`src/rtl/pn_pkg.sv`:
```
package pn_pkg;

    // default sizes of the segment stack and the byte store
    localparam int MAX_SEGS_DEF    = 10;
    localparam int STORE_BYTES_DEF = 64;

    // capacity register
    localparam int             CAP_W     = 7;
    localparam logic [CAP_W-1:0] CAP_RESET = 7'd64;

    // command queue between front and back
    localparam int CMDQ_DEPTH = 4;

    // character codes
    localparam logic [7:0] CH_NUL   = 8'h00;
    localparam logic [7:0] CH_SLASH = 8'h2F;
    localparam logic [7:0] CH_DOT   = 8'h2E;

    // character class decided by the front
    typedef enum logic [1:0] {
        K_NOP   = 2'd0,
        K_SLASH = 2'd1,
        K_DOT   = 2'd2,
        K_CHAR  = 2'd3
    } t_kind;

    // one command word handed from front to back
    typedef struct packed {
        t_kind      kind;
        logic [7:0] ch;
        logic       last;
    } t_cmd;

endpackage

```
`src/rtl/pn_if.sv`:
```
// input channel: one path character per word
interface pn_in_if;
    logic       valid;
    logic       ready;
    logic [7:0] ch;
    logic       last;

    modport source (output valid, output ch, output last, input ready);
    modport sink   (input valid, input ch, input last, output ready);
endinterface

// output channel: one character of the normalized path per word
interface pn_out_if;
    logic       valid;
    logic       ready;
    logic [7:0] out_char;
    logic       status;
    logic       out_last;

    modport source (output valid, output out_char, output status, output out_last,
                    input ready);
    modport sink   (input valid, input out_char, input status, input out_last,
                    output ready);
endinterface

```
`src/rtl/pn_front.sv`:
```
module pn_front
    import pn_pkg::*;
(
    input  logic   i_clk,
    input  logic   i_rst_n,
    pn_in_if.sink  i_in,
    input  logic   i_full,
    output logic   o_push,
    output t_cmd   o_cmd
);

    logic r_ended;
    logic n_ended;

    // take a word whenever the queue has room
    assign i_in.ready = !i_full;
    assign o_push     = i_in.valid && !i_full;

    // classify the character; everything after a NUL is dropped
    always_comb begin
        o_cmd.ch   = i_in.ch;
        o_cmd.last = i_in.last;
        priority if (r_ended || i_in.ch == CH_NUL) begin
            o_cmd.kind = K_NOP;
        end else if (i_in.ch == CH_SLASH) begin
            o_cmd.kind = K_SLASH;
        end else if (i_in.ch == CH_DOT) begin
            o_cmd.kind = K_DOT;
        end else begin
            o_cmd.kind = K_CHAR;
        end
    end

    // end-of-string flag, cleared at the end of each path
    always_comb begin
        n_ended = r_ended;
        if (o_push) begin
            n_ended = i_in.last ? 1'b0 : (r_ended || i_in.ch == CH_NUL);
        end
    end

    always_ff @(posedge i_clk) begin
        if (!i_rst_n) begin
            r_ended <= 1'b0;
        end else begin
            r_ended <= n_ended;
        end
    end

endmodule

```
`src/rtl/pn_cmdq.sv`:
```
module pn_cmdq
    import pn_pkg::*;
(
    input  logic i_clk,
    input  logic i_rst_n,
    input  logic i_push,
    input  t_cmd i_cmd,
    output logic o_full,
    output logic o_valid,
    output t_cmd o_cmd,
    input  logic i_pop
);

    localparam int PTR_W = $clog2(CMDQ_DEPTH);
    localparam int CNT_W = PTR_W + 1;
    localparam logic [CNT_W-1:0] DEPTH_C = CNT_W'(CMDQ_DEPTH);
    localparam logic [PTR_W-1:0] LAST_P  = PTR_W'(CMDQ_DEPTH - 1);

    t_cmd             r_q [CMDQ_DEPTH];
    logic [PTR_W-1:0] r_wr, n_wr;
    logic [PTR_W-1:0] r_rd, n_rd;
    logic [CNT_W-1:0] r_cnt, n_cnt;

    assign o_full  = (r_cnt == DEPTH_C);
    assign o_valid = (r_cnt != '0);
    assign o_cmd   = r_q[r_rd];

    // pointer and fill count
    always_comb begin
        n_wr  = r_wr;
        n_rd  = r_rd;
        n_cnt = r_cnt;
        if (i_push) begin
            n_wr = (r_wr == LAST_P) ? '0 : r_wr + PTR_W'(1);
        end
        if (i_pop) begin
            n_rd = (r_rd == LAST_P) ? '0 : r_rd + PTR_W'(1);
        end
        n_cnt = r_cnt + CNT_W'(i_push) - CNT_W'(i_pop);
    end

    always_ff @(posedge i_clk) begin
        if (!i_rst_n) begin
            r_wr  <= '0;
            r_rd  <= '0;
            r_cnt <= '0;
        end else begin
            r_wr  <= n_wr;
            r_rd  <= n_rd;
            r_cnt <= n_cnt;
        end
    end

    always_ff @(posedge i_clk) begin
        if (i_push) begin
            r_q[r_wr] <= i_cmd;
        end
    end

endmodule

```
`src/rtl/pn_back.sv`:
```
module pn_back
    import pn_pkg::*;
#(
    parameter int MAX_SEGS    = MAX_SEGS_DEF,
    parameter int STORE_BYTES = STORE_BYTES_DEF
) (
    input  logic             i_clk,
    input  logic             i_rst_n,
    input  logic [CAP_W-1:0] i_out_cap,
    input  logic             i_cmd_valid,
    input  t_cmd             i_cmd,
    output logic             o_cmd_pop,
    pn_out_if.source         o_out
);

    localparam int AW     = $clog2(STORE_BYTES);
    localparam int WP_W   = $clog2(STORE_BYTES + 1);
    localparam int IDX_W  = WP_W + 1;
    localparam int CNT_W  = $clog2(MAX_SEGS + 1);
    localparam int SIDX_W = (MAX_SEGS > 1) ? $clog2(MAX_SEGS) : 1;
    localparam int CW     = CAP_W + 1;

    localparam logic [WP_W-1:0]  SB_W    = WP_W'(STORE_BYTES);
    localparam logic [WP_W-1:0]  LEN_ONE = WP_W'(1);
    localparam logic [IDX_W-1:0] SB_I    = IDX_W'(STORE_BYTES);
    localparam logic [CNT_W-1:0] MAX_CNT = CNT_W'(MAX_SEGS);
    localparam logic [CW-1:0]    SB_C    = CW'(STORE_BYTES);

    typedef enum logic [3:0] {
        S_PARSE = 4'b0001,
        S_CLOSE = 4'b0010,
        S_FIN   = 4'b0100,
        S_EMIT  = 4'b1000
    } t_state;

    typedef enum logic [1:0] {
        D_EMPTY = 2'd0,
        D_ONE   = 2'd1,
        D_TWO   = 2'd2,
        D_NAME  = 2'd3
    } t_dot;

    typedef struct packed {
        logic [7:0] c;
        logic       s;
        logic       l;
    } t_res;

    // parse state
    t_state            r_state, n_state;
    logic [WP_W-1:0]   r_wpos, n_wpos;
    logic [WP_W-1:0]   r_clen, n_clen;
    t_dot              r_dot, n_dot;
    logic [CNT_W-1:0]  r_cnt, n_cnt;
    logic              r_err, n_err;
    logic [WP_W-1:0]   r_len, n_len;
    logic [WP_W-1:0]   r_idx, n_idx;

    // byte store and segment stack
    logic [7:0]        r_store  [STORE_BYTES];
    logic [AW-1:0]     r_starts [MAX_SEGS];
    logic              wr_en;
    logic [AW-1:0]     wr_addr;
    logic [7:0]        wr_data;
    logic              st_we;
    logic [SIDX_W-1:0] st_addr;
    logic [AW-1:0]     st_data;

    // read stage
    logic              iss, iss_mem, iss_status, iss_last;
    logic [7:0]        iss_char;
    logic [AW-1:0]     rd_addr;
    logic              r_st_vld, r_st_mem, r_st_status, r_st_last;
    logic [7:0]        r_st_char;
    logic [7:0]        r_rdata;

    // output buffer
    t_res              r_ob [2];
    logic              r_obw, r_obr;
    logic [1:0]        r_occ;
    logic              pop;
    logic [2:0]        slots;
    logic              can_iss;
    t_res              push_word;

    // helpers
    logic              do_take, do_close;
    logic [IDX_W-1:0]  idx;
    logic [CNT_W-1:0]  cnt_m1;
    logic [SIDX_W-1:0] top_idx;
    logic [WP_W-1:0]   fin_len;
    logic [CW-1:0]     cap_ext, cap_eff;
    logic              no_space;

    assign o_cmd_pop = (r_state == S_PARSE) && i_cmd_valid;

    assign idx      = IDX_W'(r_wpos) + IDX_W'(1) + IDX_W'(r_clen);
    assign cnt_m1   = r_cnt - CNT_W'(1);
    assign top_idx  = cnt_m1[SIDX_W-1:0];
    assign fin_len  = (r_cnt == '0) ? LEN_ONE : r_wpos;
    assign cap_ext  = CW'(i_out_cap);
    assign cap_eff  = (cap_ext > SB_C) ? SB_C : cap_ext;
    assign no_space = (CW'(fin_len) + CW'(1)) > cap_eff;

    // room for one more word: buffered + in flight - leaving stays below two
    assign pop     = o_out.valid && o_out.ready;
    assign slots   = 3'(r_occ) + 3'(r_st_vld);
    assign can_iss = (slots < 3'd2) || (slots == 3'd2 && pop);

    // sequencer and parse datapath
    always_comb begin
        n_state    = r_state;
        n_wpos     = r_wpos;
        n_clen     = r_clen;
        n_dot      = r_dot;
        n_cnt      = r_cnt;
        n_err      = r_err;
        n_len      = r_len;
        n_idx      = r_idx;
        wr_en      = 1'b0;
        wr_addr    = '0;
        wr_data    = CH_NUL;
        st_we      = 1'b0;
        st_addr    = '0;
        st_data    = '0;
        iss        = 1'b0;
        iss_mem    = 1'b0;
        iss_char   = CH_NUL;
        iss_status = 1'b0;
        iss_last   = 1'b0;
        rd_addr    = '0;
        do_take    = 1'b0;
        do_close   = 1'b0;

        unique case (r_state)
            S_PARSE: begin
                if (i_cmd_valid) begin
                    unique case (i_cmd.kind)
                        K_SLASH:      do_close = 1'b1;
                        K_DOT, K_CHAR: do_take = 1'b1;
                        default:      ;
                    endcase
                    if (i_cmd.last) begin
                        n_state = S_CLOSE;
                    end
                end
            end
            S_CLOSE: begin
                do_close = 1'b1;
                n_state  = S_FIN;
            end
            S_FIN: begin
                if (r_err || no_space || r_cnt == '0) begin
                    // single word: error or bare root
                    if (can_iss) begin
                        iss        = 1'b1;
                        iss_status = r_err || no_space;
                        iss_char   = (r_err || no_space) ? CH_NUL : CH_SLASH;
                        iss_last   = 1'b1;
                        n_wpos     = '0;
                        n_cnt      = '0;
                        n_err      = 1'b0;
                        n_state    = S_PARSE;
                    end
                end else begin
                    n_len   = r_wpos;
                    n_idx   = '0;
                    n_wpos  = '0;
                    n_cnt   = '0;
                    n_err   = 1'b0;
                    n_state = S_EMIT;
                end
            end
            S_EMIT: begin
                if (can_iss) begin
                    iss      = 1'b1;
                    iss_mem  = 1'b1;
                    rd_addr  = r_idx[AW-1:0];
                    iss_last = (r_idx + LEN_ONE == r_len);
                    if (iss_last) begin
                        n_state = S_PARSE;
                    end else begin
                        n_idx = r_idx + LEN_ONE;
                    end
                end
            end
            default: n_state = S_PARSE;
        endcase

        // segment character: slash slot check, dot tracking, byte write
        if (do_take) begin
            if (r_clen == '0) begin
                if (r_wpos >= SB_W) begin
                    n_err = 1'b1;
                end
                n_dot = (i_cmd.kind == K_DOT) ? D_ONE : D_NAME;
            end else if (r_dot == D_ONE && i_cmd.kind == K_DOT) begin
                n_dot = D_TWO;
            end else begin
                n_dot = D_NAME;
            end
            if (idx < SB_I) begin
                wr_en   = 1'b1;
                wr_addr = idx[AW-1:0];
                wr_data = i_cmd.ch;
            end else begin
                n_err = 1'b1;
            end
            if (r_clen != SB_W) begin
                n_clen = r_clen + LEN_ONE;
            end
        end

        // segment end: pop on dot-dot, push a kept name with its leading slash
        if (do_close && r_clen != '0) begin
            if (r_dot == D_TWO) begin
                if (r_cnt != '0) begin
                    n_cnt  = cnt_m1;
                    n_wpos = WP_W'(r_starts[top_idx]);
                end
            end else if (r_dot == D_NAME) begin
                if (r_cnt >= MAX_CNT) begin
                    n_err = 1'b1;
                end else if (!r_err) begin
                    st_we   = 1'b1;
                    st_addr = r_cnt[SIDX_W-1:0];
                    st_data = r_wpos[AW-1:0];
                    n_cnt   = r_cnt + CNT_W'(1);
                    n_wpos  = r_wpos + LEN_ONE + r_clen;
                    wr_en   = 1'b1;
                    wr_addr = r_wpos[AW-1:0];
                    wr_data = CH_SLASH;
                end
            end
            n_clen = '0;
            n_dot  = D_EMPTY;
        end
    end

    always_ff @(posedge i_clk) begin
        if (!i_rst_n) begin
            r_state  <= S_PARSE;
            r_wpos   <= '0;
            r_clen   <= '0;
            r_dot    <= D_EMPTY;
            r_cnt    <= '0;
            r_err    <= 1'b0;
            r_st_vld <= 1'b0;
            r_occ    <= '0;
            r_obw    <= 1'b0;
            r_obr    <= 1'b0;
        end else begin
            r_state  <= n_state;
            r_wpos   <= n_wpos;
            r_clen   <= n_clen;
            r_dot    <= n_dot;
            r_cnt    <= n_cnt;
            r_err    <= n_err;
            r_st_vld <= iss;
            r_occ    <= r_occ + 2'(r_st_vld) - 2'(pop);
            if (r_st_vld) begin
                r_obw <= !r_obw;
            end
            if (pop) begin
                r_obr <= !r_obr;
            end
        end
    end

    // emission counters and read stage payload
    always_ff @(posedge i_clk) begin
        r_len       <= n_len;
        r_idx       <= n_idx;
        r_st_mem    <= iss_mem;
        r_st_char   <= iss_char;
        r_st_status <= iss_status;
        r_st_last   <= iss_last;
    end

    // byte store: one write port, registered read
    always_ff @(posedge i_clk) begin
        if (wr_en) begin
            r_store[wr_addr] <= wr_data;
        end
        r_rdata <= r_store[rd_addr];
    end

    // segment start stack
    always_ff @(posedge i_clk) begin
        if (st_we) begin
            r_starts[st_addr] <= st_data;
        end
    end

    // two-word output buffer
    assign push_word.c = r_st_mem ? r_rdata : r_st_char;
    assign push_word.s = r_st_status;
    assign push_word.l = r_st_last;

    always_ff @(posedge i_clk) begin
        if (r_st_vld) begin
            r_ob[r_obw] <= push_word;
        end
    end

    assign o_out.valid    = (r_occ != '0);
    assign o_out.out_char = r_ob[r_obr].c;
    assign o_out.status   = r_ob[r_obr].s;
    assign o_out.out_last = r_ob[r_obr].l;

endmodule

```
`src/rtl/path_normalizer.sv`:
```
// Path normalizer. Takes a path one character per word on i_in, with last set
// on the final word, and returns the canonical path one character per word on
// o_out, out_last on the final one; a path with too many segments, a store
// overflow or no room in out_capacity gives a single word with out_char 0 and
// status 1. Characters are taken at one per cycle while the command queue has
// room: each costs one write to the byte store in the back end, and a four-word
// command queue lets input run on while the back end is busy. After the word
// marked last the back end closes the segment and then checks the length
// before emission, and emission reads the store one character per cycle, while
// the output buffer has room, through its registered read port. Input backs up
// into the queue while a result is being emitted.
// i_cfg_we writes out_capacity and must only be used while no path is in
// flight.
module path_normalizer
    import pn_pkg::*;
#(
    parameter int MAX_SEGS    = MAX_SEGS_DEF,
    parameter int STORE_BYTES = STORE_BYTES_DEF
) (
    input  logic             i_clk,
    input  logic             i_rst_n,
    pn_in_if.sink            i_in,
    pn_out_if.source         o_out,
    input  logic             i_cfg_we,
    input  logic [CAP_W-1:0] i_cfg_wdata
);

    logic [CAP_W-1:0] r_out_cap;
    logic             q_push, q_full, q_valid, q_pop;
    t_cmd             q_cmd_in, q_cmd_out;

    // capacity register
    always_ff @(posedge i_clk) begin
        if (!i_rst_n) begin
            r_out_cap <= CAP_RESET;
        end else if (i_cfg_we) begin
            r_out_cap <= i_cfg_wdata;
        end
    end

    pn_front u_front (
        .i_clk   (i_clk),
        .i_rst_n (i_rst_n),
        .i_in    (i_in),
        .i_full  (q_full),
        .o_push  (q_push),
        .o_cmd   (q_cmd_in)
    );

    pn_cmdq u_cmdq (
        .i_clk   (i_clk),
        .i_rst_n (i_rst_n),
        .i_push  (q_push),
        .i_cmd   (q_cmd_in),
        .o_full  (q_full),
        .o_valid (q_valid),
        .o_cmd   (q_cmd_out),
        .i_pop   (q_pop)
    );

    pn_back #(
        .MAX_SEGS    (MAX_SEGS),
        .STORE_BYTES (STORE_BYTES)
    ) u_back (
        .i_clk       (i_clk),
        .i_rst_n     (i_rst_n),
        .i_out_cap   (r_out_cap),
        .i_cmd_valid (q_valid),
        .i_cmd       (q_cmd_out),
        .o_cmd_pop   (q_pop),
        .o_out       (o_out)
    );

    // an error word is always alone: last, with a zero character
    a_err_word: assert property (@(posedge i_clk) disable iff (!i_rst_n)
        o_out.valid && o_out.status |-> o_out.out_last && o_out.out_char == CH_NUL)
        else $error("error word not final or not zero");

    // reset empties the output buffer
    a_rst_empty: assert property (@(posedge i_clk)
        !i_rst_n |=> !o_out.valid)
        else $error("output word present after reset");

    // a command is only taken while one is queued
    a_pop_valid: assert property (@(posedge i_clk) disable iff (!i_rst_n)
        q_pop |-> q_valid && !$isunknown(q_cmd_out.kind))
        else $error("back end popped an empty queue");

endmodule
```
`src/flat_wrapper.sv`:
```
// flat-port wrapper written by rule: the top's interface ports become plain ports
module path_normalizer_flat import pn_pkg::*;
#(
    parameter int MAX_SEGS    = MAX_SEGS_DEF,
    parameter int STORE_BYTES = STORE_BYTES_DEF
)
  (i_clk, i_rst_n, i_cfg_we, i_cfg_wdata, i_in_valid, i_in_ch, i_in_last, i_in_ready, o_out_valid, o_out_out_char, o_out_status, o_out_out_last, o_out_ready);
  pn_in_if i_in_i ();
  pn_out_if o_out_i ();
  input  logic i_clk;
  input  logic i_rst_n;
  input  logic i_cfg_we;
  input  logic [CAP_W-1:0] i_cfg_wdata;
  input wire logic [$bits(i_in_i.valid)-1:0] i_in_valid;
  input wire logic [$bits(i_in_i.ch)-1:0] i_in_ch;
  input wire logic [$bits(i_in_i.last)-1:0] i_in_last;
  output wire logic [$bits(i_in_i.ready)-1:0] i_in_ready;
  output wire logic [$bits(o_out_i.valid)-1:0] o_out_valid;
  output wire logic [$bits(o_out_i.out_char)-1:0] o_out_out_char;
  output wire logic [$bits(o_out_i.status)-1:0] o_out_status;
  output wire logic [$bits(o_out_i.out_last)-1:0] o_out_out_last;
  input wire logic [$bits(o_out_i.ready)-1:0] o_out_ready;
  assign i_in_i.valid = i_in_valid;
  assign i_in_i.ch = i_in_ch;
  assign i_in_i.last = i_in_last;
  assign i_in_ready = i_in_i.ready;
  assign o_out_valid = o_out_i.valid;
  assign o_out_out_char = o_out_i.out_char;
  assign o_out_status = o_out_i.status;
  assign o_out_out_last = o_out_i.out_last;
  assign o_out_i.ready = o_out_ready;
  path_normalizer #(.MAX_SEGS(MAX_SEGS), .STORE_BYTES(STORE_BYTES)) u_core (.i_clk(i_clk), .i_rst_n(i_rst_n), .i_in(i_in_i), .o_out(o_out_i), .i_cfg_we(i_cfg_we), .i_cfg_wdata(i_cfg_wdata));
endmodule
```
`config.mk`:
```
export PLATFORM = sky130hd
export DESIGN_NAME = path_normalizer_flat
export DESIGN_NICKNAME = d
export VERILOG_FILES = /design/src/rtl/pn_pkg.sv /design/src/rtl/pn_if.sv /design/src/rtl/pn_front.sv /design/src/rtl/pn_cmdq.sv /design/src/rtl/pn_back.sv /design/src/rtl/path_normalizer.sv /design/src/flat_wrapper.sv
export SDC_FILE = /design/constraint.sdc
export NUM_CORES = 1
export LEC_CHECK = 0
export BUFFER_PORTS_ARGS = -buffer_cell sky130_fd_sc_hd__buf_2
export CAP_MARGIN = 40
export CORE_UTILIZATION = 26
export CTS_CLUSTER_DIAMETER = 100
export DETAILED_ROUTE_END_ITERATION = 8
export SLEW_MARGIN = 15
export SYNTH_ARGS = -nofsm -noshare
export SYNTH_HDL_FRONTEND = slang
export SYNTH_HIERARCHICAL = 1
export SYNTH_SLANG_ARGS = --single-unit
```
`constraint.sdc`:
```
create_clock -name i_clk -period 6.6 [get_ports i_clk]
set_clock_uncertainty 0.1 [all_clocks]
set_input_delay 0.33 -clock i_clk [delete_from_list [all_inputs] [get_ports i_clk]]
set_output_delay 0.33 -clock i_clk [all_outputs]
set_load 0.005 [all_outputs]
```
# After elaboration in Yosys (flattened, before gate mapping)
# Memory sizes are Yosys's and may differ from the RTL's. A register that Yosys moved wholly into a read port is not among the register bits.
# Index checks and enable logic that the tools add are counted.
[word_totals]
mem_bits_rw = 636
latch_bits = 0
output_inout_bits = 12
ff_bits = 70
memories = 4
in_bits = 21
elab_cells = 216
romBits = 0
[mem_list]
columns = ["name", "words", "word_bits", "read_ports", "rd_ports_with_merged_regs", "write_ports", "line_no", "text"]
rows = [
  ["u_core.u_back.r_store", 64, 8, 1, 1, 1, "pn_back.sv:60", "logic [7:0] r_store [STORE_BYTES];"],
  ["u_core.u_back.r_starts", 10, 6, 1, 0, 1, "pn_back.sv:61", "logic [AW-1:0] r_starts [MAX_SEGS];"],
  ["u_core.u_cmdq.r_q", 4, 11, 1, 1, 1, "pn_cmdq.sv:19", "t_cmd r_q [CMDQ_DEPTH];"],
  ["u_core.u_back.r_ob", 2, 10, 1, 1, 1, "pn_back.sv:78", "t_res r_ob [2];"],
]
[op_classes]
shift = 0
n_lt_le_gt_ge = 6
n_mul = 0
n_addsub = 16
reduce_logical = 28
muxes = 114
bitwise_logic = 2
n_eq_ne = 25
n_div = 0
[ops]
columns = ["cell", "n"]
rows = [
  ["2-to-1 mux 7 bit", 14],
  ["2-to-1 mux 6 bit", 15],
  ["2-to-1 mux 4 bit", 20],
  ["2-to-1 mux 8 bit", 8],
  ["2-to-1 mux 1 bit", 44],
  ["adder 7 x 1 -> 7 bit, second input constant", 3],
  ["adder 7 x 1 -> 8 bit, second input constant", 2],
  ["equality test 8 x 6 -> 1 bit, second input constant", 2],
  ["2-to-1 mux 2 bit", 8],
  ["one-hot mux 4 bit (4 select lines)", 1],
  ["one-hot mux 7 bit (2 select lines)", 1],
  ["equality test 2 bit, second input constant", 6],
  ["inequality test 2 bit, second input constant", 5],
  ["adder 8 x 7 -> 8 bit", 1],
  ["> comparator 8 x 7 -> 1 bit", 1],
  ["zero test 8 bit", 1],
  ["less-than comparator 8 x 7 -> 1 bit, second input constant", 1],
  ["adder 7 bit", 1],
  ["equality test 7 bit", 1],
  ["greater-or-equal comparator 7 bit, second input constant", 1],
  ["> comparator 7 bit, second input constant", 1],
  ["zero test 7 bit", 1],
  ["inequality test 7 bit, second input constant", 1],
  ["nonzero test 7 bit", 1],
  ["other kinds (33)", 51],
]

# Logic depth before layout (Yosys ltp)
# Gate-level depths: netlist of the first run.
[logic_depth]
ltp_word = 16
mapped_depth = 20
mapped_depth_nobuf = 16

# Cells and area by module
# The synthesis of the first run kept the hierarchy.
[by_module_without_submodules]
columns = ["mod", "area_each_um2", "cells_each", "instances", "seq_area_each_um2"]
rows = [
  ["pn_back", 27141.0, 1842, 1, 19058.3],
  ["pn_cmdq", 2042.0, 100, 1, 1501.4],
  ["path_normalizer", 262.8, 22, 1, 140.1],
  ["pn_front", 173.9, 24, 1, 20.0],
]

# Least setup slack after synthesis of the first run
# OpenSTA, ideal clock, no wires.
[synth_timing]
path_kind = "reg2reg"
start = "register u_core.u_back.r_cnt[0]"
end = "register u_core.u_back.r_wpos[0]"
n_path_buf = 4
setup_ns = 0.117
arrival_time_ns = 4.394
setup_slack_ns = 1.990
synth_period_minus_slack_ns = 4.610
t_required_ns = 6.383
stages_incl_launch_ff = 20
path_cell_list = "dfxtp_1 clkbuf_1 clkbuf_1 inv_1 ha_1 or3b_2 clkbuf_1 nand2_1 ha_1 and3_1 xnor2_1 nor2_1 ha_1 a21oi_1 o221ai_1 a21oi_1 a21oi_1 and3b_1 clkbuf_1 a22o_1"
[synth_via]
elab_chain_cells = 13
elab_cells_between_ends = 18
classes_between = "2 x add/sub; 2 x order compare; 9 x mux; 4 x reduce/logical; 1 x memory"
[synth_lines]
columns = ["item", "line_no", "text"]
rows = [
  ["from (decl)", "pn_back.sv:54", "logic [CNT_W-1:0] r_cnt, n_cnt;"],
  ["from (signal assigned)", "pn_back.sv:257", "r_cnt <= n_cnt;"],
  ["zero test 4 bit", "pn_back.sv:100, pn_back.sv:153", ""],
  ["2-to-1 mux 7 bit", "pn_back.sv:100", "assign fin_len = (r_cnt == '0) ? LEN_ONE : r_wpos;"],
  ["adder 7 x 1 -> 8 bit", "pn_back.sv:103", "assign no_space = (CW'(fin_len) + CW'(1)) > cap_eff;"],
  ["> comparator 8 x 7 -> 1 bit", "pn_back.sv:103", ""],
  ["logical OR 1 bit (2 in a row)", "pn_back.sv:153", "if (r_err || no_space || r_cnt == '0) begin"],
  ["2-to-1 mux 7 bit", "pn_back.sv:153", ""],
  ["2-to-1 mux 7 bit", "pn_back.sv:135", "unique case (r_state)"],
  ["2-to-1 mux 7 bit", "pn_back.sv:224", "end else if (!r_err) begin"],
  ["2-to-1 mux 7 bit", "pn_back.sv:222", "if (r_cnt >= MAX_CNT) begin"],
  ["2-to-1 mux 7 bit", "pn_back.sv:221", "end else if (r_dot == D_NAME) begin"],
  ["2-to-1 mux 7 bit", "pn_back.sv:216", "if (r_dot == D_TWO) begin"],
  ["2-to-1 mux 7 bit (*)", "pn_back.sv:215", "if (do_close && r_clen != '0) begin"],
  ["to (signal assigned)", "pn_back.sv:254", "r_wpos <= n_wpos;"],
  ["to (decl)", "pn_back.sv:51", "logic [WP_W-1:0] r_wpos, n_wpos;"],
]
# Every way passes the cells marked *; elsewhere a longest branch is shown, timed or not.
# A chain may end at the register's enable or synchronous reset.

==> key figures, run 1 <==
Placed design
  • GPL Wtd Cong: 0.865
  • Dpl hpwl: 49200 µm
  • DP Area: about 32000 µm²
  • Number of port buffers: 32

Routing
  • Total iterations of the first detailed-routing run: 5
  • DR vias/cell: 4.84
  • 1st-iter DRT viols: roughly 1800
  • Drt wl/cell: around 21 µm
  • Final ANT Viol Nets: 0
  • Final WL: between 70000 and 80000 µm
  • Overall via count from detail_route: 17600
  • Residual DRC: 0

Clock tree
  • Later-pin clock latency in the skew report: 0.61 ns
  • Number of CTS-inserted buffers: 73
  • Root Driver: clkbuf_16
  • Clock sinks: 710
  • CTS tree: done
  • Htree depth: 3
  • CTS resizes: 0
  • Clock transition at the registers of the reported paths: 0.06 ns
  • Max Buffers Root-to-Sink: 3

STA
  • Pins Over Slew Limit: 0
  • Hold Violations, Final: 0
  • Fin crit share: a little over two thirds
  • Minimum clock period: 4.65 ns
  • RSZ-0062 raised after global routing: false
  • Endpoints failing setup: 0
  • F_max: around 220 MHz
  • Rel. slew slack: a little over a third
  • Total Neg Setup Slack: 0 ns
  • Worst-margin pin slew: around 0.95 ns

Worst setup path
  • R2R setup slack: between 1.5 and 2 ns
  • Crit path max-delay cell type: dfxtp_1
  • Worst-path fanout max: 12
  • R2R depth: 8
  • Critical-path cell list: mux4_2 -> inv_1 -> a41oi_1 -> nor3_2 -> and2_1 -> a21o_1 -> nand3_1 -> nor2_1
  • CP max stage delay: between 0.7 and 0.8 ns
  • Critical path required time: roughly 6.7 ns
  • CP startpoint kind: flop
  • CP endpoint kind: flop
  • Critical path type: flop to flop
  • Crit path capture: u_core/u_back/r_store[58][6]
  • RR Endpoint: u_core/u_back/r_store[58][6]
  • WP data arrival: approximately 4.8 ns

Global routing
  • GR Util met1: 17.1%
  • GRT Util Overall: 12.7%
  • Largest net degree at the start of global routing: between 50 and 60
  • First-pass GRT wire length: 112000 µm
  • Met2 usage: between 20% and 30%
  • M3 GR Usage: between 2 and 2.5%
  • Initial antenna violation count: 2
  • GR peak layer: met2
  • Vias in the first global route: between 15000 and 20000
  • GRT overflow: 0

Power
  • Worst VDD drop: approximately 220 µV
  • Pwr Density: 340 nW/µm²
  • LEAKAGE: roughly 11 nW

Cells and area
  • FF+latch area: roughly 21000 µm²
  • Multi-input logic area: 8270 µm²
  • Fill count: about 11000
  • Share of cells above drive strength 1: about 16%
  • Layout net count: between 2000 and 2500
  • Final Cell Area: approximately 34000 µm²
  • Syn-to-layout area delta: 15.9%

Synthesis
  • Count of different cell masters after synthesis: 86
  • Synth async-reset ratio: 0%
  • Syn_nets: 2044
  • YS warnings: 6
  • Post-synth EDFFs: 650
  • Mean Syn Cell Area: 14.9 µm²
  • Count of state elements after synthesis: 710
  • Predominant post-synthesis flop cell: edfxtp_1
  • Sequential-to-total area share from yosys stat: 70.0%
  • Mapped Cells: 1988
  • Mapped Area: about 30000 µm²

Outcome
  • Outcome: completed

Floorplan
  • Initial Utilization: between 20% and 30%
  • Cell row count: around 120
  • Die area: about 120000 µm²
  • Io pins: 33
  • Core area: approximately 110000 µm²
  • Die Y: 340 µm
  • Chip width: around 340 µm

Hold path
  • Worst min-delay path category: input pin to flop

Run
  • Max cap viols: 0
## timing repair
item                                   CTS  global route
endpoints found under the hold margin   44             0
hold buffers                            17             0
setup buffers                            0             0
## critical path: cells and delay by family, from the launching register on
family | cells | cell delay, ns
AND/OR/NAND/NOR | 4 | 2.31
multiplexers | 1 | 0.62
buffers and inverters | 1 | 0.08
AO/OA/AOI/OAI | 2 | 0.40
flip-flops | 1 | 0.77
## how the worst min path moves through the flow
stage / startpoint / to / cells past startpoint
2_1_floorplan: i_rst_n / u_core/r_out_cap[6] / 1
4_1_cts: i_cfg_we / u_core/r_out_cap[0] / 3
3_5_place_dp: u_core/u_back/r_st_status / u_core/u_back/r_ob[0][1] / 0
3_3_place_gp: u_core/u_back/r_st_last / u_core/u_back/r_ob[0][0] / 0
5_1_grt: i_cfg_we / u_core/r_out_cap[4] / 3
6_report: i_cfg_we / u_core/r_out_cap[4] / 3
## cell families after synthesis
group | Yosys count | share of synthesized area [%]
multiplexers | 201 | 8.69
adder cells (fa/ha/maj) | 35 | 1.53
flip-flops | 710 | 70.0
AO/OA/AOI/OAI | 369 | 8.56
AND/OR/NAND/NOR | 496 | 8.06
buffers and inverters | 147 | 2.27
XOR/XNOR | 30 | 0.934
## state kept, by name, summed over array words and instances, names as in the netlist, 3 cells and up, named ones only
register	count
u_core/u_cmdq/r_q	44
u_core/r_out_cap	7
u_core/u_back/r_idx	7
u_core/u_back/r_cnt	4
u_core/u_back/r_state	4
u_core/u_back/r_ob	20
u_core/u_back/r_clen	7
u_core/u_cmdq/r_cnt	3
u_core/u_back/r_len	7
u_core/u_back/r_store	512
u_core/u_back/r_wpos	7
u_core/u_back/r_starts	60
u_core/u_back/r_rdata	8
## cells in the final DEF (no fill, tap or decap), types with 15 or more instances in the layout
master         synthesis  layout
xnor2_1               16      16
dfxtp_1               60      60
clkbuf_1              55      27
nor2_1               181     180
nand3_1               34      34
ha_1                  33      33
mux4_2                37      37
mux2i_1               96      96
dlygate4sd3_1          0      17
o21ai_0               70      70
edfxtp_1             650     650
clkbuf_16              0      76
a21oi_1               89      89
nand2_1              118     113
nor3_1                31      30
o221a_2               16      16
buf_2                 30      34
o221ai_1              18      18
mux2_2                67      67
a211oi_1              24      24
and2_1                28      25
o32ai_1               16      16
o22ai_1               24      24
a221oi_1              15      15
nor2b_1               23      23
buf_4                 14      46
inv_1                 37      37
## area by class of cell
type	count	area share, %
Antenna cell	1	0.00729
Clock buffer	107	5.99
Clock inverter	27	0.966
Inverter	38	0.415
Multi-Input combinational cell	1131	24.1
Sequential cell	710	60.3
Tap cell	1500	5.47
Timing Repair Buffer	110	2.73
## stage by stage
step | total power, mW | utilization (%) | worst slack [ns] | cells | hold slack [ns]
3_5_place_dp | 7.62 | 28.2 | 1.79 | 3468 | 0.360
2_1_floorplan | 6.70 | - | 1.99 | 1988 | 0.292
6_report | 11.7 | 30.5 | 1.95 | 3624 | 0.0571
4_1_cts | 11.7 | 30.4 | 1.78 | 3619 | 0.0224
3_3_place_gp | 7.49 | 27.9 | 1.81 | 3450 | 0.369
5_1_grt | 12.0 | 30.5 | 1.67 | 3623 | 0.0686
## power breakdown
| part | switching, mW | internal (mW) |
|---|---|---|
| clock | 1.69 | 2.45 |
| combinational | 1.31 | 0.457 |
| sequential | 0.111 | 5.66 |
| total | 3.11 | 8.57 |
## per-layer routing
| metal | wire, µm | up-vias | part of all wire [%] |
|---|---|---|---|
| met5 | 0 | - | 0 |
| met4 | 2290 | 0 | 3.0 |
| met3 | 5230 | 149 | 6.9 |
| met2 | 35400 | 678 | 47 |
| met1 | 32400 | 8869 | 43 |
| li1 | - | 7861 | - |
## synth_stat cells, types with 33 or more instances
library cell	count	share of area, %
a21oi_1	89	1.5
clkbuf_1	55	0.70
dfxtp_1	60	4.1
edfxtp_1	650	66
ha_1	33	1.4
inv_1	37	0.47
mux2_2	67	2.5
mux2i_1	96	3.2
mux4_2	37	2.8
nand2_1	118	1.5
nand3_1	34	0.57
nor2_1	181	2.3
o21ai_0	70	1.2
Power figures use the tool's default switching activity.
==> run 2: changes to the inputs <==
==> constraint.sdc (replaced) <==
create_clock -name i_clk -period 4.2 [get_ports i_clk]
set_clock_uncertainty 0.1 [all_clocks]
set_input_delay 0.21 -clock i_clk [delete_from_list [all_inputs] [get_ports i_clk]]
set_output_delay 0.21 -clock i_clk [all_outputs]
set_load 0.005 [all_outputs]
==> run 2 against run 1 <==
Final cell count grew 2.2%. Total power grew 58%. Register-to-register slack lost 1.8 ns. Sequential power grew 57%. First-iteration DRC count grew 3.9%. Largest power group unchanged. Worst setup slack lost 1.8 ns. Non-clock buffer count grew 85. Final area grew 2.2%. Routed wire length grew 0.93%. Worst hold slack lost 0.019 ns. Via count grew 0.97%. Die area is the same.
==> key figures, run 2 (same netlist as run 1, synthesis figures left out) <==
Cells and area
  • Diodes inserted: 0
  • Final Cell Area: around 35000 µm²
  • Largest register FFs: 512
  • Layout net count: roughly 2200
  • Syn-to-layout area delta: 18.5%
  • Largest Register: u_core/u_back/r_store
  • Finished Core Util: between 30% and 40%
  • Most frequent cells in the layout: 650 x edfxtp_1, 159 x nor2_1, 122 x buf_4, 112 x nand2_1, 96 x mux2i_1
  • Biggest regs: u_core/u_back/r_store: 512 flops, u_core/u_back/r_starts: 60 flops, u_core/u_cmdq/r_q: 44 flops
  • Finished Layout Cells: roughly 3700
  • Commonest non-fill, non-tap cell in the layout: edfxtp_1
  • Share of cells above drive strength 1: between 20% and 30%

Routing
  • Total iterations of the first detailed-routing run: 6
  • Drt wl/cell: 20.5 µm
  • Final WL: roughly 76000 µm
  • Overall via count from detail_route: around 18000
  • Final ANT Viol Nets: 0
  • 1st-iter DRT viols: 1922
  • DR vias/cell: between 4 and 5
  • Residual DRC: 0

Global routing
  • Vias in the first global route: 17700
  • Largest net degree at the start of global routing: 93
  • GRT overflow: 0
  • Initial antenna violation count: 0
  • First-pass GRT wire length: about 110000 µm
  • GRT Util Overall: about 13%

Worst setup path
  • CP endpoint kind: flop
  • WP data arrival: roughly 4.3 ns
  • Critical path required time: ~4.4 ns
  • Critical path type: flop to flop
  • R2R depth: 12
  • CP startpoint kind: flop
  • Critical R2R Launch: u_core/u_back/r_clen[0]
  • Worst-path fanout max: 5
  • R2R setup slack: around 0.17 ns
  • RR Endpoint: u_core/u_back/r_store[35][0]

Clock tree
  • Post-CTS Setup Inserts: 0
  • Htree depth: 3
  • CTS tree: done
  • Clock sinks: 710
  • Clock transition at the registers of the reported paths: about 0.06 ns
  • Later-pin clock latency in the skew report: around 0.61 ns
  • Max Buffers Root-to-Sink: 3
  • Number of CTS-inserted buffers: 72
  • Root Driver: clkbuf_16

STA
  • Worst-margin pin slew: a little over 0.9 ns
  • RSZ-0062 raised after global routing: true
  • Fin crit share: a little over nine tenths
  • F_max: around 250 MHz
  • Minimum clock period: between 4 and 5 ns
  • Endpoints failing setup: 0
  • Rel. slew slack: 38.2%
  • Pins Over Slew Limit: 0
  • Hold Violations, Final: 0
  • Hold slack: ~0.039 ns
  • Total Neg Setup Slack: 0 ns

Outcome
  • Outcome: completed

Hold path
  • Hold path depth: 2
  • Hold Path Sink: u_core/u_back/r_obw
  • Worst min-delay path category: input pin to flop
  • Hold path start: i_rst_n

Placed design
  • Dpl hpwl: just under 50000 µm
  • Number of port buffers: 32
  • Placed Instances: 3547
  • DP Area: about 32000 µm²
  • GPL Wtd Cong: between 0.8 and 0.9

Floorplan
  • Die area: between 100000 and 150000 µm²
  • Chip width: 340 µm
  • Cell row count: 123
  • Initial Utilization: 26.3%
  • Core area: roughly 110000 µm²
  • Io pins: 33
  • Die Y: 340 µm

Power
  • LEAKAGE: 11.3 nW
  • Pwr Density: 524 nW/µm²
  • Worst VDD drop: around 350 µV

Run
  • Max cap viols: 0
-- run 2: cell types whose count changed in the layout (fill, tap and decap cells not counted), sizes merged --
cell / previous run / this run
bufinv: 7 / 9
clkbuf: 107 / 93
inv: 39 / 40
clkinv: 17 / 24
buf: 93 / 169
dlygate4sd3: 17 / 26
diode: 1 / 0
clkinvlp: 2 / 1
-- run 2: worst max path at each step --
stage / slack (ns) / depth (start not counted) / end / start
2_1_floorplan: 0.002 / 19 / u_core/u_back/r_wpos[0] / u_core/u_back/r_cnt[0]
3_3_place_gp: 0.15 / 11 / u_core/u_back/r_store[15][0] / u_core/u_back/r_clen[0]
3_5_place_dp: 0.07 / 11 / u_core/u_back/r_store[15][6] / u_core/u_back/r_clen[0]
4_1_cts: 0.05 / 11 / u_core/u_back/r_store[15][6] / u_core/u_back/r_clen[0]
5_1_grt: -0.15 / 11 / u_core/u_back/r_store[35][0] / u_core/u_back/r_wpos[1]
6_report: 0.17 / 12 / u_core/u_back/r_store[35][0] / u_core/u_back/r_clen[0]
-- run 2: metrics by stage --
stage                     power (mW)  setup slack, ns
after floorplan                 10.5          0.00215
after detailed placement        12.0           0.0715
after global routing            19.0           -0.150
after CTS                       18.5           0.0469
final                           18.4            0.169
after global placement          12.0            0.153
-- run 2: routing by layer --
metal,track usage (%),vias up,wire length (µm)
met5,0,-,0
met4,4.29,0,2320
met3,2.57,141,5760
met2,20.7,681,35200
met1,17.7,8877,32700
li1,-,8029,-
-- run 2: final cells by class --
| type | instances | area, µm² |
|---|---|---|
| fill | 11100 | 77600 |
| sequential | 710 | 20700 |
| multi-input combinational | 1131 | 8370 |
| clock buffer | 93 | 1960 |
| tap | 1500 | 1880 |
| timing repair buffer | 195 | 1610 |
| clock inverter | 36 | 423 |
| inverter | 38 | 143 |
-- run 2: timing repair --
item | CTS | global route
setup endpoints to repair | 0 | 254
hold buffers | 26 | 0
hold endpoints to repair | 44 | 0
resized for setup | 0 | 30
-- run 2: where the power goes --
| group | internal (mW) | switching [mW] |
|---|---|---|
| Clock | 3.86 | 2.66 |
| Sequential | 8.89 | 0.166 |
| Combinational | 0.806 | 2.01 |
-- run 2: worst max-delay path, stage by stage (launching register included) --
cell	delay, ns
dfxtp_1	0.37
inv_1	0.11
ha_1	0.22
fa_1	0.40
nor2b_1	0.16
o21ai_0	0.12
nor4_1	0.39
o21ai_0	0.23
o21ai_0	0.49
nand2_1	0.40
buf_4	0.29
nor2_1	0.25
buf_4	0.20
==> run 3: changes to the inputs <==
--- a/config.mk
+++ b/config.mk
@@ -7,6 +7,7 @@
 export LEC_CHECK = 0
 export BUFFER_PORTS_ARGS = -buffer_cell sky130_fd_sc_hd__buf_2
 export CAP_MARGIN = 40
+export CORE_ASPECT_RATIO = 1.2
 export CORE_UTILIZATION = 26
 export CTS_CLUSTER_DIAMETER = 100
 export DETAILED_ROUTE_END_ITERATION = 8
==> run 3 against run 2 <==
First-iteration DRC count down 11%. Fmax up 4.0%. Highest routed layer unchanged. Sequential share of layout area decreased by 0.26 points. Final area rose by 0.43%. Total power down 0.46%. Combinational power grew 4%. Die area about the same. Register-to-register slack better by 0.16 ns. Worst setup slack gained 0.16 ns. Global-route usage rose by 0.36 points. Final cell count up 1.2%. Via count rose by 0.64%.
==> key figures, run 3 (same netlist as run 1, synthesis figures left out) <==
Outcome
  • Outcome: completed

Cells and area
  • Biggest regs: u_core/u_back/r_store: 512 flops, u_core/u_back/r_starts: 60 flops, u_core/u_cmdq/r_q: 44 flops
  • Fill count: 11200
  • Layout net count: roughly 2200
  • Finished Core Util: ~31%
  • Diodes inserted: 0
  • Most frequent cells in the layout: 650 x edfxtp_1, 180 x nor2_1, 159 x buf_4, 113 x nand2_1, 96 x mux2i_1
  • Largest register FFs: just over 500
  • Commonest non-fill, non-tap cell in the layout: edfxtp_1
  • Final Cell Area: between 30000 and 40000 µm²
  • Syn-to-layout area delta: 19.0%
  • Share of cells above drive strength 1: approximately a fifth
  • Largest Register: u_core/u_back/r_store

STA
  • Total Neg Setup Slack: 0 ns
  • Worst-margin pin slew: ~0.87 ns
  • Endpoints failing setup: 0
  • Fin crit share: between 90% and 100%
  • Pins Over Slew Limit: 0
  • F_max: between 200 and 300 MHz
  • Minimum clock period: slightly below 4 ns
  • Post-route setup slack: 0.324 ns
  • RSZ-0062 raised after global routing: false
  • Hold slack: about 0.057 ns
  • Hold Violations, Final: 0
  • Rel. slew slack: a little over two fifths

Floorplan
  • Cell row count: 135
  • Die Y: roughly 370 µm
  • Io pins: 33
  • Core area: about 110000 µm²
  • Die area: between 100000 and 150000 µm²
  • Initial Utilization: 26.3%
  • Chip width: between 300 and 400 µm

Worst setup path
  • CP max stage delay: between 0.9 and 1 ns
  • Crit path max-delay cell type: or4b_1
  • CP endpoint kind: flop
  • WP data arrival: about 4.3 ns
  • Critical path type: flop to flop
  • CP startpoint kind: flop
  • Worst path bufs/invs: 1
  • Critical path required time: ~4.7 ns
  • Critical-path cell list: or4b_1 -> nor3_4 -> o221a_2 -> o22a_1 -> o21ai_0 -> nor4_1 -> buf_4
  • Worst-path fanout max: 12
  • CP top delay family: simple AND/OR/NAND/NOR gates

Clock tree
  • Max Buffers Root-to-Sink: 3
  • Number of CTS-inserted buffers: 71
  • CTS resizes: 0
  • Post-CTS Setup Inserts: 0
  • Clock sinks: 710
  • Clock transition at the registers of the reported paths: approximately 0.06 ns
  • Later-pin clock latency in the skew report: 0.62 ns
  • CTS tree: done
  • Htree depth: 3
  • Root Driver: clkbuf_16

Power
  • Combinational share of power: between 10% and 20%
  • Flop pwr share: 49.4%
  • Internal: between 10 and 15 mW
  • Switch share: approximately a quarter
  • LEAKAGE: about 11 nW
  • Worst VDD drop: 504 µV
  • Pwr Density: around 520 nW/µm²
  • Clock power share: approximately 35%
  • Switching Power: roughly 4.8 mW

Routing
  • Overall via count from detail_route: between 15000 and 20000
  • 1st-iter DRT viols: between 1500 and 2000
  • Final WL: between 70000 and 80000 µm
  • Final ANT Viol Nets: 0
  • Residual DRC: 0
  • Total iterations of the first detailed-routing run: 6
  • Drt wl/cell: between 20 and 25 µm
  • DR vias/cell: 4.76

Placed design
  • Number of port buffers: 32
  • GPL Wtd Cong: 0.889
  • DP Area: around 33000 µm²
  • Dpl hpwl: 51400 µm
  • Place WS: between 0.4 and 0.5 ns

Global routing
  • Largest net degree at the start of global routing: 65
  • GRT overflow: 0
  • Vias in the first global route: approximately 18000
  • First-pass GRT wire length: about 110000 µm
  • GRT Util Overall: a little over an eighth
  • Initial antenna violation count: 0

Hold path
  • Worst min-delay path category: input pin to flop

Run
  • Max cap viols: 0
==> run 3: changes by cell type in the layout (fill, tap and decap cells not counted), moves of 2 or more <==
cell        change
buf_12          +3
buf_4          +37
bufinv_16       -3
clkbuf_1        +7
clkbuf_16       +2
clkbuf_8        -2
clkinv_2        -5
clkinvlp_4      +2
inv_6           -2
nor2_1         +21
nor2_2         -16
nor2_4          -5
==> run 3: layout make-up <==
type                    count  area, µm²  area share [%]
clock buffers             100       2010            5.71
flip-flops and latches    710      20700            58.8
inverters                  38        143           0.405
multi-input cells        1131       8280            23.5
well taps                1507       1890            5.35
clock inverters            29        309           0.877
repair buffers            232       1910            5.42
==> run 3: final timing paths <==
check	from	cells past startpoint	slack (ns)	end
min reg2reg	u_core/u_back/r_st_last	0	0.39	u_core/u_back/r_ob[1][0]
max	u_core/u_back/r_state[1]	7	0.32	u_core/u_back/r_rdata[3]
max reg2reg	u_core/u_back/r_state[1]	7	0.32	u_core/u_back/r_rdata[3]
min	i_rst_n	3	0.06	u_core/u_back/r_wpos[5]
==> run 3: what timing repair did <==
item	CTS	global route
endpoints found under the setup margin	0	0
hold endpoints to repair	44	0
hold buffers	25	0
==> run 3: worst register-to-register path: cells and delay by family (launching register included) <==
kind / cells / cell delay (ns)
and+or+nand+nor: 3 / 2.40
AOI/OAI and AO/OA: 3 / 0.77
DFF: 1 / 0.35
buffers and inverters: 1 / 0.21
==> run 3: routing by layer <==
| metal | up-vias | GRT usage [%] | part of all wire [%] |
|---|---|---|---|
| li1 | 8097 | - | - |
| met2 | 613 | 23.1 | 50 |
| met1 | 9005 | 16.7 | 41 |
| met5 | - | 0 | 0 |
| met4 | 0 | 5.17 | 3.1 |
| met3 | 127 | 1.84 | 5.5 |
==> run 3: power by group through the flow <==
stage	Sequential (mW)	Clock [mW]	Combinational [mW]
after global placement	9.18	0	2.87
final	9.04	6.34	2.93
after global routing	9.06	6.72	3.09
after CTS	9.04	6.47	2.94
after detailed placement	9.19	0	2.92
after floorplan	9.17	0	1.35
==> run 3: per-stage QoR <==
| step | std cells | total power, mW |
|---|---|---|
| after floorplan | 1988 | 10.5 |
| after global placement | 3588 | 12.1 |
| after detailed placement | 3592 | 12.1 |
| after CTS | 3746 | 18.5 |
| after global routing | 3747 | 18.9 |
| final | 3747 | 18.3 |
